## src/rtl/fplt_ram.sv

```systemverilog
`default_nettype none
module fplt_ram #(
  parameter int WIDTH = 8,
  parameter int DEPTH = 16
) (
  input wire logic clk,
  input wire logic we,
  input wire logic [$clog2(DEPTH)-1:0] waddr,
  input wire logic [WIDTH-1:0] wdata,
  input wire logic [$clog2(DEPTH)-1:0] raddr,
  output logic [WIDTH-1:0] rdata
);
  logic [WIDTH-1:0] mem [DEPTH];

  always_ff @(posedge clk) begin
    if (we) begin
      mem[waddr] <= wdata;
    end
    rdata <= mem[raddr];
  end
endmodule
`default_nettype wire

```

## config.mk

```make
export PLATFORM = sky130hd
export DESIGN_NAME = fplt_ram
export DESIGN_NICKNAME = d
export VERILOG_FILES = /design/src/rtl/fplt_ram.sv
export SDC_FILE = /design/constraint.sdc
export NUM_CORES = 1
export LEC_CHECK = 0
export ABC_CLOCK_PERIOD_IN_PS = 2410
export BUFFER_PORTS_ARGS = -buffer_cell sky130_fd_sc_hd__buf_2
export CAP_MARGIN = 20
export CORE_MARGIN = 1.5
export CORE_UTILIZATION = 40
export DETAILED_ROUTE_END_ITERATION = 12
export GPL_TIMING_DRIVEN = 0
export PLACE_DENSITY_LB_ADDON = 0.12
export SLEW_MARGIN = 15
export SYNTH_ARGS = -nofsm -noshare
export SYNTH_HDL_FRONTEND = slang
export SYNTH_SLANG_ARGS = --single-unit
```

## constraint.sdc

```tcl
create_clock -name clk -period 2.41 [get_ports clk]
set_input_delay 0.241 -clock clk [delete_from_list [all_inputs] [get_ports clk]]
set_output_delay 0.241 -clock clk [all_outputs]
set_load 0.01 [all_outputs]
```

==> impl_results.md, run 1 <==
- TritonCTS clock tree: yes
- Final setup vio count: 0
- Area leader, netlist: edfxtp_1
- Routed WL: 10300 um
- DR WL/cell: 22.4 um
- Final hold violation count: 0
- Unique masters post-synth: 19
- Number of diodes: 0
- Via Count: 2369
- Fraction of layout cells with a size suffix above 1: 0.318
- H-tree depth: 4
- Boundary pin count: 26
- Setup WS pre-CTS: 0.381 ns
- Slew Limit Headroom: 0.363
- Vias in the first global route: 2365
- Die Wd: 116 um
- Worst-margin pin slew: 0.952 ns
- DR vias/cell: 5.14
- Starting Density: 0.410
- Final Cycle Share: 0.665
- Detail Route Antenna Nets: 0
- Seq cells post-synth: 136
- Sequential Power Share: 0.471
- Drt first pass iters: 4
- Reg-to-reg setup timing slack: 1.00 ns
- Clock Pin Slew Worst Setup and Hold Paths: 0.06 ns
- Clk pwr share: 0.483
- Arr. time, crit path: 1.63 ns
- # hold bufs at CTS: 0
- Startpoint types: input port
- Height of the die: 116 um
- Core area: 12600 um^2
- Area growth from synthesis to layout: 19.8%
- Pin count of the biggest net entering global routing: 17
- Largest fanout on the critical path: 8
- Mapped cell area: 5150 um^2
- Post-route setup slack: 0.808 ns
- CTS Buf Count: 17
- Clock sinks: 136
- Die area: 13600 um^2
- Clock Skew: 0.0109 ns
- Switching power: 1110 uW
- Setup TNS: 0 ns
- FP Rows: 41
- Min-Delay Path Class: in2reg
- PD cells: 914 nW/um^2
- CTS root buffer: clkbuf_16
- Hold Path Depth: 1
- Global route overflow: 0
- GRT Total Usage: 0.168
- First-pass GRT wire length: 15100 um
- Worst R2R Path Depth: 3
- Mapped Nets: 247
- Setup CP Type: in2reg
- Ranking of synthesized cells by area: edfxtp_1, mux4_2, mux4_1
- Sw Share: 0.196
- Syn Area/Cell: 22.5 um^2
- Register area share after synthesis: 0.778
- Max Slew Vio Count: 0
- Buffers added on ports: 24
- # Max-Cap Violations: 0
- Crit. End Element: register
- Req. time, crit path: 2.44 ns
- Post-synth top area share: 0.747
- Clk_lat worst skew: 0.41 ns
- Gate power share: 0.046
- GP Congestion: 0.706
- Final net count: 294
- Total number of yosys warnings: 0
- RSZ-0062 raised after global routing: false
- Status: completed
- Clock Path Buffers: 2
- PostCTS Resize Cnt: 0
- VDD IR max: 0.403 mV
- Detailed placer's ending HPWL: 6480 um
- Cells after Synth: 229
- Drt initial violations: 164
- DRC: 0
- Tmin final: 1.60 ns
- Leak: 0.00206 uW
- Fmax: 624 MHz
- Antenna violations before repair: 0
- Cell Int Power: 4530 uW
- Post-CTS setup buffers: 0
## cell type report
cell class              instances  area (um^2)
clock buffers                  20          457
flip-flops and latches        136         4000
clock inverters                12          174
repair buffers                 28          154
plain buffers                  10         86.3
multi-input cells              83         1080
well taps                     172          215
fillers                      1039         6400
## worst max-delay path, cell delays in order
cell,delay [ns]
buf_2,0.12
or3b_2,0.53
nor2_1,0.74
## cell families (layout without fill, tap and decap cells)
| logic type | count (synthesis) | after routing | synth area share |
|---|---|---|---|
| buffers and inverters | 10 | 70 | 0.0168 |
| muxes | 32 | 32 | 0.150 |
| and+or+nand+nor | 35 | 35 | 0.0318 |
| AOI/OAI and AO/OA | 16 | 16 | 0.0233 |
| DFF | 136 | 136 | 0.778 |
## through the flow
stage / area [um^2] / hold slack (ns) / total power (uW) / utilization / std cells
after global routing: 6170 / 0.221 / 5800 / 0.491 / 461
final: 6170 / 0.221 / 5640 / 0.491 / 461
after CTS: 6160 / 0.210 / 5690 / 0.490 / 460
after global placement: 5480 / 0.633 / 2960 / 0.436 / 425
after detailed placement: 5530 / 0.635 / 2970 / 0.440 / 428
after floorplan: 5150 / 0.340 / 2850 / - / 229
## cell usage in the layout (no fill, tap or decap)
| master | instances |
|---|---|
| nor2b_1 | 1 |
| clkbuf_16 | 17 |
| mux4_2 | 18 |
| and2b_1 | 1 |
| clkbuf_1 | 1 |
| and2_1 | 1 |
| edfxtp_1 | 128 |
| clkinv_4 | 1 |
| nor3_2 | 4 |
| dfxtp_1 | 8 |
| nor2_1 | 13 |
| buf_2 | 27 |
| mux4_1 | 14 |
| clkdlybuf4s25_2 | 3 |
| clkbuf_8 | 2 |
| or3b_2 | 1 |
| bufinv_16 | 4 |
| buf_4 | 4 |
| clkinv_2 | 3 |
| nand3b_1 | 2 |
| nand2b_1 | 2 |
| nand3_1 | 1 |
| buf_6 | 4 |
| nand2_1 | 9 |
| a22oi_1 | 16 |
| clkinvlp_4 | 4 |
## power groups by stage
stage | Clock, uW | Combinational (uW) | Sequential, uW
4_1_cts | 2770 | 264 | 2660
3_5_place_dp | 0 | 263 | 2710
6_report | 2720 | 257 | 2660
5_1_grt | 2860 | 280 | 2660
3_3_place_gp | 0 | 256 | 2700
2_1_floorplan | 0 | 134 | 2710
## sequential cells by signal (all words and copies together), names as in the netlist
name   flops
rdata      8
mem      128
## synth_stat cells
cell type          n
or3b_2             1
and2b_1            1
nand3_1            1
a22oi_1           16
nand3b_1           2
nor2_1            13
nor2b_1            1
clkdlybuf4s25_2    3
edfxtp_1         128
nand2_1            9
buf_6              3
and2_1             1
buf_4              1
mux4_1            14
nand2b_1           2
buf_2              3
nor3_1             4
mux4_2            18
dfxtp_1            8
## layer usage
metal  vias up  global-route usage  part of all wire
met5         -                   0                 0
met4         0              0.0585             0.013
met3        12              0.0477             0.049
met2        57               0.260              0.50
met1      1234               0.231              0.44
li1       1066                   -                 -
## worst paths after layout
| kind | from | to |
|---|---|---|
| max | waddr[2] | mem[2][7] |
| min | wdata[5] | mem[8][5] |
| max reg2reg | mem[1][0] | rdata[0] |
| min reg2reg | mem[14][1] | rdata[1] |
Note: power is estimated with default switching activity, not from simulation.
==> inputs of run 2 (changes only) <==
Settings changed: ABC_CLOCK_PERIOD_IN_PS 2410 to 1300.
Clock period 2.41 ns to 1.3 ns, I/O delays scaled along.
==> run 2 against run 1 <==
  * Worst setup slack worse by 0.79 ns
  * Wire length is 1.1% higher
  * First-iteration DRC count is 21% higher
  * Hold slack worse by 0.096 ns
  * Global-route usage is 0.31 points higher
  * Sequential power is 85% higher
  * Die area stayed put
  * Cell area is 1.9% lower
  * Clock power is 51% higher
  * Clock skew is 0.0063 ns lower
  * Critical endpoint is now rdata[4]
  * Largest power group is now sequential cells
==> impl_results.md, run 2 (synthesis gave the netlist of run 1 again) <==
- TritonCTS clock tree: yes
- Hold Path Depth: 1 (unchanged)
- Commonest non-fill, non-tap cell in the layout: edfxtp_1
- Hold path start: wdata[6]
- # hold bufs at CTS: 0 (unchanged)
- Fmax: 779 MHz
- Worst hold slack: 0.125 ns (-0.0956 ns)
- Setup CP Type: reg2reg
- Status: completed
- Drt first pass iters: 4 (unchanged)
- Tmin final: 1.28 ns
- DP Cell Count: 425 (-0.70%)
- Max Slew Vio Count: 0 (unchanged)
- Detail Route Antenna Nets: 0 (unchanged)
- Top reg by flops: mem
- Final instance area: 6050 um^2 (-1.9%)
- Clock Path Buffers: 2 (unchanged)
- Worst-margin pin slew: 0.860 ns (-0.0928 ns)
- Min-Delay Path Class: in2reg
- Hold EP: mem[12][6]
- Via Count: 2361 (-0.34%)
- Crit. End Element: register
- Most frequent cells in the layout: edfxtp_1, buf_2, mux4_2, clkbuf_16
- Worst path bufs/invs: 0 (-1)
- Final net count: 290 (-1.4%)
- Core area: 12600 um^2 (unchanged)
- GP Congestion: 0.687 (-2.6%)
- Fraction of layout cells with a size suffix above 1: 0.347 (+0.0290)
- Worst r2r src: mem[9][4]
- Cell family with most CP delay: multiplexers
- Leak: 0.00197 uW (-4.4%)
- Antenna violations before repair: 0 (unchanged)
- Startpoint types: register
- Vias in the first global route: 2381 (+0.68%)
- Clock Skew: 0.00466 ns (-0.00626 ns)
- Drt initial violations: 199 (+21%)
- Boundary pin count: 26 (unchanged)
- Tot Pwr: 9550 uW (+69%)
- Global route overflow: 0 (unchanged)
- Largest fanout on the critical path: 1 (-7)
- Reg-to-reg setup timing slack: 0.02 ns (-0.98 ns)
- Buffers added on ports: 24 (unchanged)
- Area growth from synthesis to layout: 17.5%
- Post-route setup slack: 0.0166 ns (-0.791 ns)
- Worst R2R Path Depth: 3 (unchanged)
- RSZ-0062 raised after global routing: true
- Worst path depth: 3 (unchanged)
- Setup WS pre-CTS: -0.570 ns (-0.951 ns)
- Arr. time, crit path: 1.57 ns (-0.06 ns)
- Slew Limit Headroom: 0.425 (+0.0621)
- Number of diodes: 0 (unchanged)
- DR vias/cell: 5.17 (+0.53%)
- Non-Filler Instances: 457 (-0.87%)
- Final setup vio count: 0 (unchanged)
- Post-CTS setup buffers: 0 (unchanged)
- Clock sinks: 136 (unchanged)
- Final hold violation count: 0 (unchanged)
- Max FFs per register: 128 (unchanged)
- Req. time, crit path: 1.58 ns (-0.86 ns)
- H-tree depth: 4 (unchanged)
- DRC: 0 (unchanged)
- Reg2Reg Capture Point: rdata[4]
- CP cell instances: mux4_1, a22oi_1, nand2_1
- Final Cycle Share: 0.987
- CTS Buf Count: 17 (unchanged)
- PD cells: 1580 nW/um^2 (+73%)
- VDD IR max: 0.802 mV (+99%)
- Starting Density: 0.410 (unchanged)
- First-pass GRT wire length: 15300 um (+1.8%)
- Largest stage delay, worst path: 0.50 ns (-0.24 ns)
- Routed WL: 10400 um (+1.1%)
- Die Wd: 116 um (unchanged)
- Detailed placer's ending HPWL: 6590 um (+1.8%)
- Clock Pin Slew Worst Setup and Hold Paths: 0.05 ns (about the same)
- Dpl cell area: 5500 um^2 (-0.41%)
- Largest regs: mem: 128 flops, rdata: 8 flops
- FP Rows: 41 (unchanged)
- GRT Total Usage: 0.171 (+0.00305)
- Die area: 13600 um^2 (unchanged)
- Clk_lat worst skew: 0.41 ns (about the same)
- Pin count of the biggest net entering global routing: 17 (unchanged)
- # Max-Cap Violations: 0 (unchanged)
- Slowest cell on the critical path: mux4_1
- Height of the die: 116 um (unchanged)
- Fillers: 1069 (+2.9%)
- DR WL/cell: 22.8 um (+1.9%)
- CTS root buffer: clkbuf_16
[run 2: changes by cell type in the layout (fill, tap and decap cells not counted), sizes merged]
cell	before	now
bufinv	4	0
clkinv	4	5
buf	35	31
clkinvlp	4	0
clkbuf	20	27
[run 2: power breakdown]
group / internal [uW] / switching [uW] / total (uW)
Clock: 2520 / 1590 / 4110
Sequential: 4910 / 22.3 / 4930
Combinational: 207 / 307 / 514
[run 2: worst max-delay path by stage]
stage	startpoint	endpoint	slack, ns
finish	mem[9][4]	rdata[4]	0.02
floorplan	waddr[2]	mem[3][0]	-0.1
global placement	we	mem[12][3]	-0.60
CTS	mem[4][4]	rdata[4]	-0.01
detailed placement	waddr[2]	mem[3][7]	-0.57
global route	mem[5][4]	rdata[4]	-0.04
[run 2: layer usage]
layer / GRT usage / vias to the layer above / share of wire
li1: - / 1054 / -
met1: 0.255 / 1220 / 0.46
met2: 0.238 / 76 / 0.45
met3: 0.0545 / 11 / 0.076
met4: 0.0585 / 0 / 0.012
met5: 0 / - / 0
[run 2: worst reg2reg max path: cells and delay by family (launching register included)]
kind	cells	cell delay, ns
DFF	1	0.35
AOI/OAI and AO/OA	1	0.22
muxes	1	0.50
and+or+nand+nor	1	0.09
[run 2: repair_timing]
action | in CTS | in global routing
gates resized for setup | 13 | 7
hold endpoints to repair | 0 | 0
pin swaps | 3 | 3
endpoints found under the setup margin | 39 | 16
[run 2: metrics by stage]
step                       util  TNS [ns]
after CTS                 0.481   -0.0112
after detailed placement  0.438    -44.44
after floorplan               -     -2.94
after global placement    0.437    -48.19
after global routing      0.481   -0.0771
final                     0.481         0
[run 2: cell type report]
cell class	instances	area, um^2	share of cell area
Sequential cell	136	4000	0.662
Multi-Input combinational cell	83	1120	0.185
Clock buffer	27	483	0.0799
Tap cell	172	215	0.0356
Timing Repair Buffer	24	120	0.0199
Buffer	10	86.3	0.0143
Clock inverter	5	23.8	0.00393
==> inputs of run 3 (changes only) <==
Settings changed: CORE_UTILIZATION 40 to 54.
==> run 3 against run 2 <==
  * Sequential share of layout area down 1.0 points
  * Via count shrank 0.59%
  * Global-route usage up 4.5 points
  * Worst setup slack improved by 0.00055 ns
  * First-iteration DRC count increased by 6.5%
  * Largest cell class unchanged
  * Largest power group is now the clock network
==> impl_results.md, run 3 (synthesis gave the netlist of run 1 again) <==
- Buffers added on ports: 24 (unchanged)
- Final setup vio count: 0 (unchanged)
- Number of diodes: 0 (unchanged)
- Fraction of layout cells with a size suffix above 1: 0.404 (+0.0561)
- Clk_lat worst skew: 0.51 ns (+0.10 ns)
- Non-Filler Instances: 414 (-9.4%)
- RSZ-0062 raised after global routing: true
- Final net count: 290 (unchanged)
- Cell family with most CP delay: multiplexers
- Crit. End Element: register
- Commonest non-fill, non-tap cell in the layout: edfxtp_1
- DR WL/cell: 23.7 um (+4.0%)
- Startpoint types: register
- Setup TNS: 0 ns (unchanged)
- Height of the die: 101 um (-14%)
- Die area: 10100 um^2 (-25%)
- DP Cell Count: 382 (-10%)
- Max Slew Vio Count: 0 (unchanged)
- GR Util met3: 0.0423 (-0.0122)
- Fmax: 780 MHz (about the same)
- Largest fanout on the critical path: 1 (unchanged)
- Vias in the first global route: 2377 (-0.17%)
- Tmin final: 1.28 ns (-0.000553 ns)
- Leak: 0.00202 uW (+2.2%)
- # Max-Cap Violations: 0 (unchanged)
- Min-Delay Path Class: in2reg
- Starting Density: 0.557 (+0.148)
- GRT Total Usage: 0.216 (+0.0447)
- Final Cycle Share: 0.987 (about the same)
- Pin count of the biggest net entering global routing: 17 (unchanged)
- Most frequent cells in the layout: edfxtp_1, mux4_2, buf_2, clkbuf_16, a22oi_2
- GR Layer Usage met2: 0.326 (+0.0875)
- CTS Buf Count: 17 (unchanged)
- Top reg by flops: mem
- Post-CTS setup buffers: 0 (unchanged)
- Met1 Resource Use GR: 0.315 (+0.0596)
- Clock Skew: 0.00630 ns (+0.00165 ns)
- Antenna violations before repair: 0 (unchanged)
- Max FFs per register: 128 (unchanged)
- Setup CP Type: reg2reg
- VDD IR max: 0.986 mV (+23%)
- Routed WL: 9830 um (-5.8%)
- Core area: 9240 um^2 (-26%)
- DRC: 0 (unchanged)
- Clock Path Buffers: 2 (unchanged)
- Boundary pin count: 26 (unchanged)
- Final hold violation count: 0 (unchanged)
- Area growth from synthesis to layout: 19.3%
- Detail Route Antenna Nets: 0 (unchanged)
- Via Count: 2347 (-0.59%)
- GRT busiest layer: met2
- First-pass GRT wire length: 14800 um (-3.6%)
- DR vias/cell: 5.67 (+9.7%)
- PD cells: 1750 nW/um^2 (+11%)
- TritonCTS clock tree: yes
- Largest regs: mem: 128 flops, rdata: 8 flops
- Clock sinks: 136 (unchanged)
- GP Congestion: 0.687 (about the same)
- Global route overflow: 0 (unchanged)
- Drt first pass iters: 4 (unchanged)
- Worst-margin pin slew: 0.903 ns (+0.0429 ns)
- CP cell instances: mux4_2, a22oi_2, nand2_1
- Fillers: 617 (-42%)
- Worst path bufs/invs: 0 (unchanged)
- Slowest cell on the critical path: mux4_2
- CTS root buffer: clkbuf_8
- Slew Limit Headroom: 0.396 (-0.0287)
- Final instance area: 6140 um^2 (+1.6%)
- Clock Pin Slew Worst Setup and Hold Paths: 0.06 ns (about the same)
- FP Rows: 35 (-15%)
- Die Wd: 101 um (-14%)
- Largest stage delay, worst path: 0.48 ns (-0.02 ns)
- H-tree depth: 4 (unchanged)
- Req. time, crit path: 1.70 ns (+0.12 ns)
- Detailed placer's ending HPWL: 6020 um (-8.7%)
- Arr. time, crit path: 1.68 ns (+0.11 ns)
- Status: completed
- Dpl cell area: 5450 um^2 (-0.98%)
- Drt initial violations: 212 (+6.5%)
==> run 3: where the power goes <==
group	switching, uW	internal (uW)	leakage, uW
clock network	1780	3510	0.000315
logic	303	213	0.000479
registers	23.8	4900	0.00122
==> run 3: final cells by class <==
type	instances	area, um^2	share of cell area
well taps	129	161	0.0263
plain buffers	10	86.3	0.0141
multi-input cells	83	1110	0.180
clock buffers	17	414	0.0674
clock inverters	15	248	0.0403
flip-flops and latches	136	4000	0.652
repair buffers	24	120	0.0196
==> run 3: worst paths after layout <==
kind / depth (start not counted) / end / startpoint / slack [ns]
setup reg to reg: 3 / rdata[0] / mem[2][0] / 0.02
setup / recovery: 3 / rdata[0] / mem[2][0] / 0.02
hold reg to reg: 3 / rdata[0] / mem[14][0] / 0.69
hold / removal: 1 / mem[0][0] / wdata[0] / 0.02
==> run 3: per-layer routing <==
layer	share of wire	vias up	wire [um]
met5	0	-	0
met4	0.013	0	132
met3	0.032	11	311
met2	0.49	66	4860
met1	0.46	1218	4530
li1	-	1052	-
==> run 3: timing repair <==
item / 4_1_cts / 5_1_grt
endpoints found under the setup margin: 16 / 23
hold buffers: 0 / 0
resized for setup: 13 / 13
pin swaps: 5 / 6
==> run 3: through the flow <==
step	power (uW)	utilization	setup slack [ns]	hold WS (ns)
floorplan	5280	-	-0.0961	0.229
global placement	5480	0.589	-0.515	0.525
detailed placement	5500	0.590	-0.547	0.523
CTS	10800	0.664	-0.00429	0.00716
global route	11000	0.665	-0.0429	0.0200
finish	10700	0.665	0.0172	0.0206
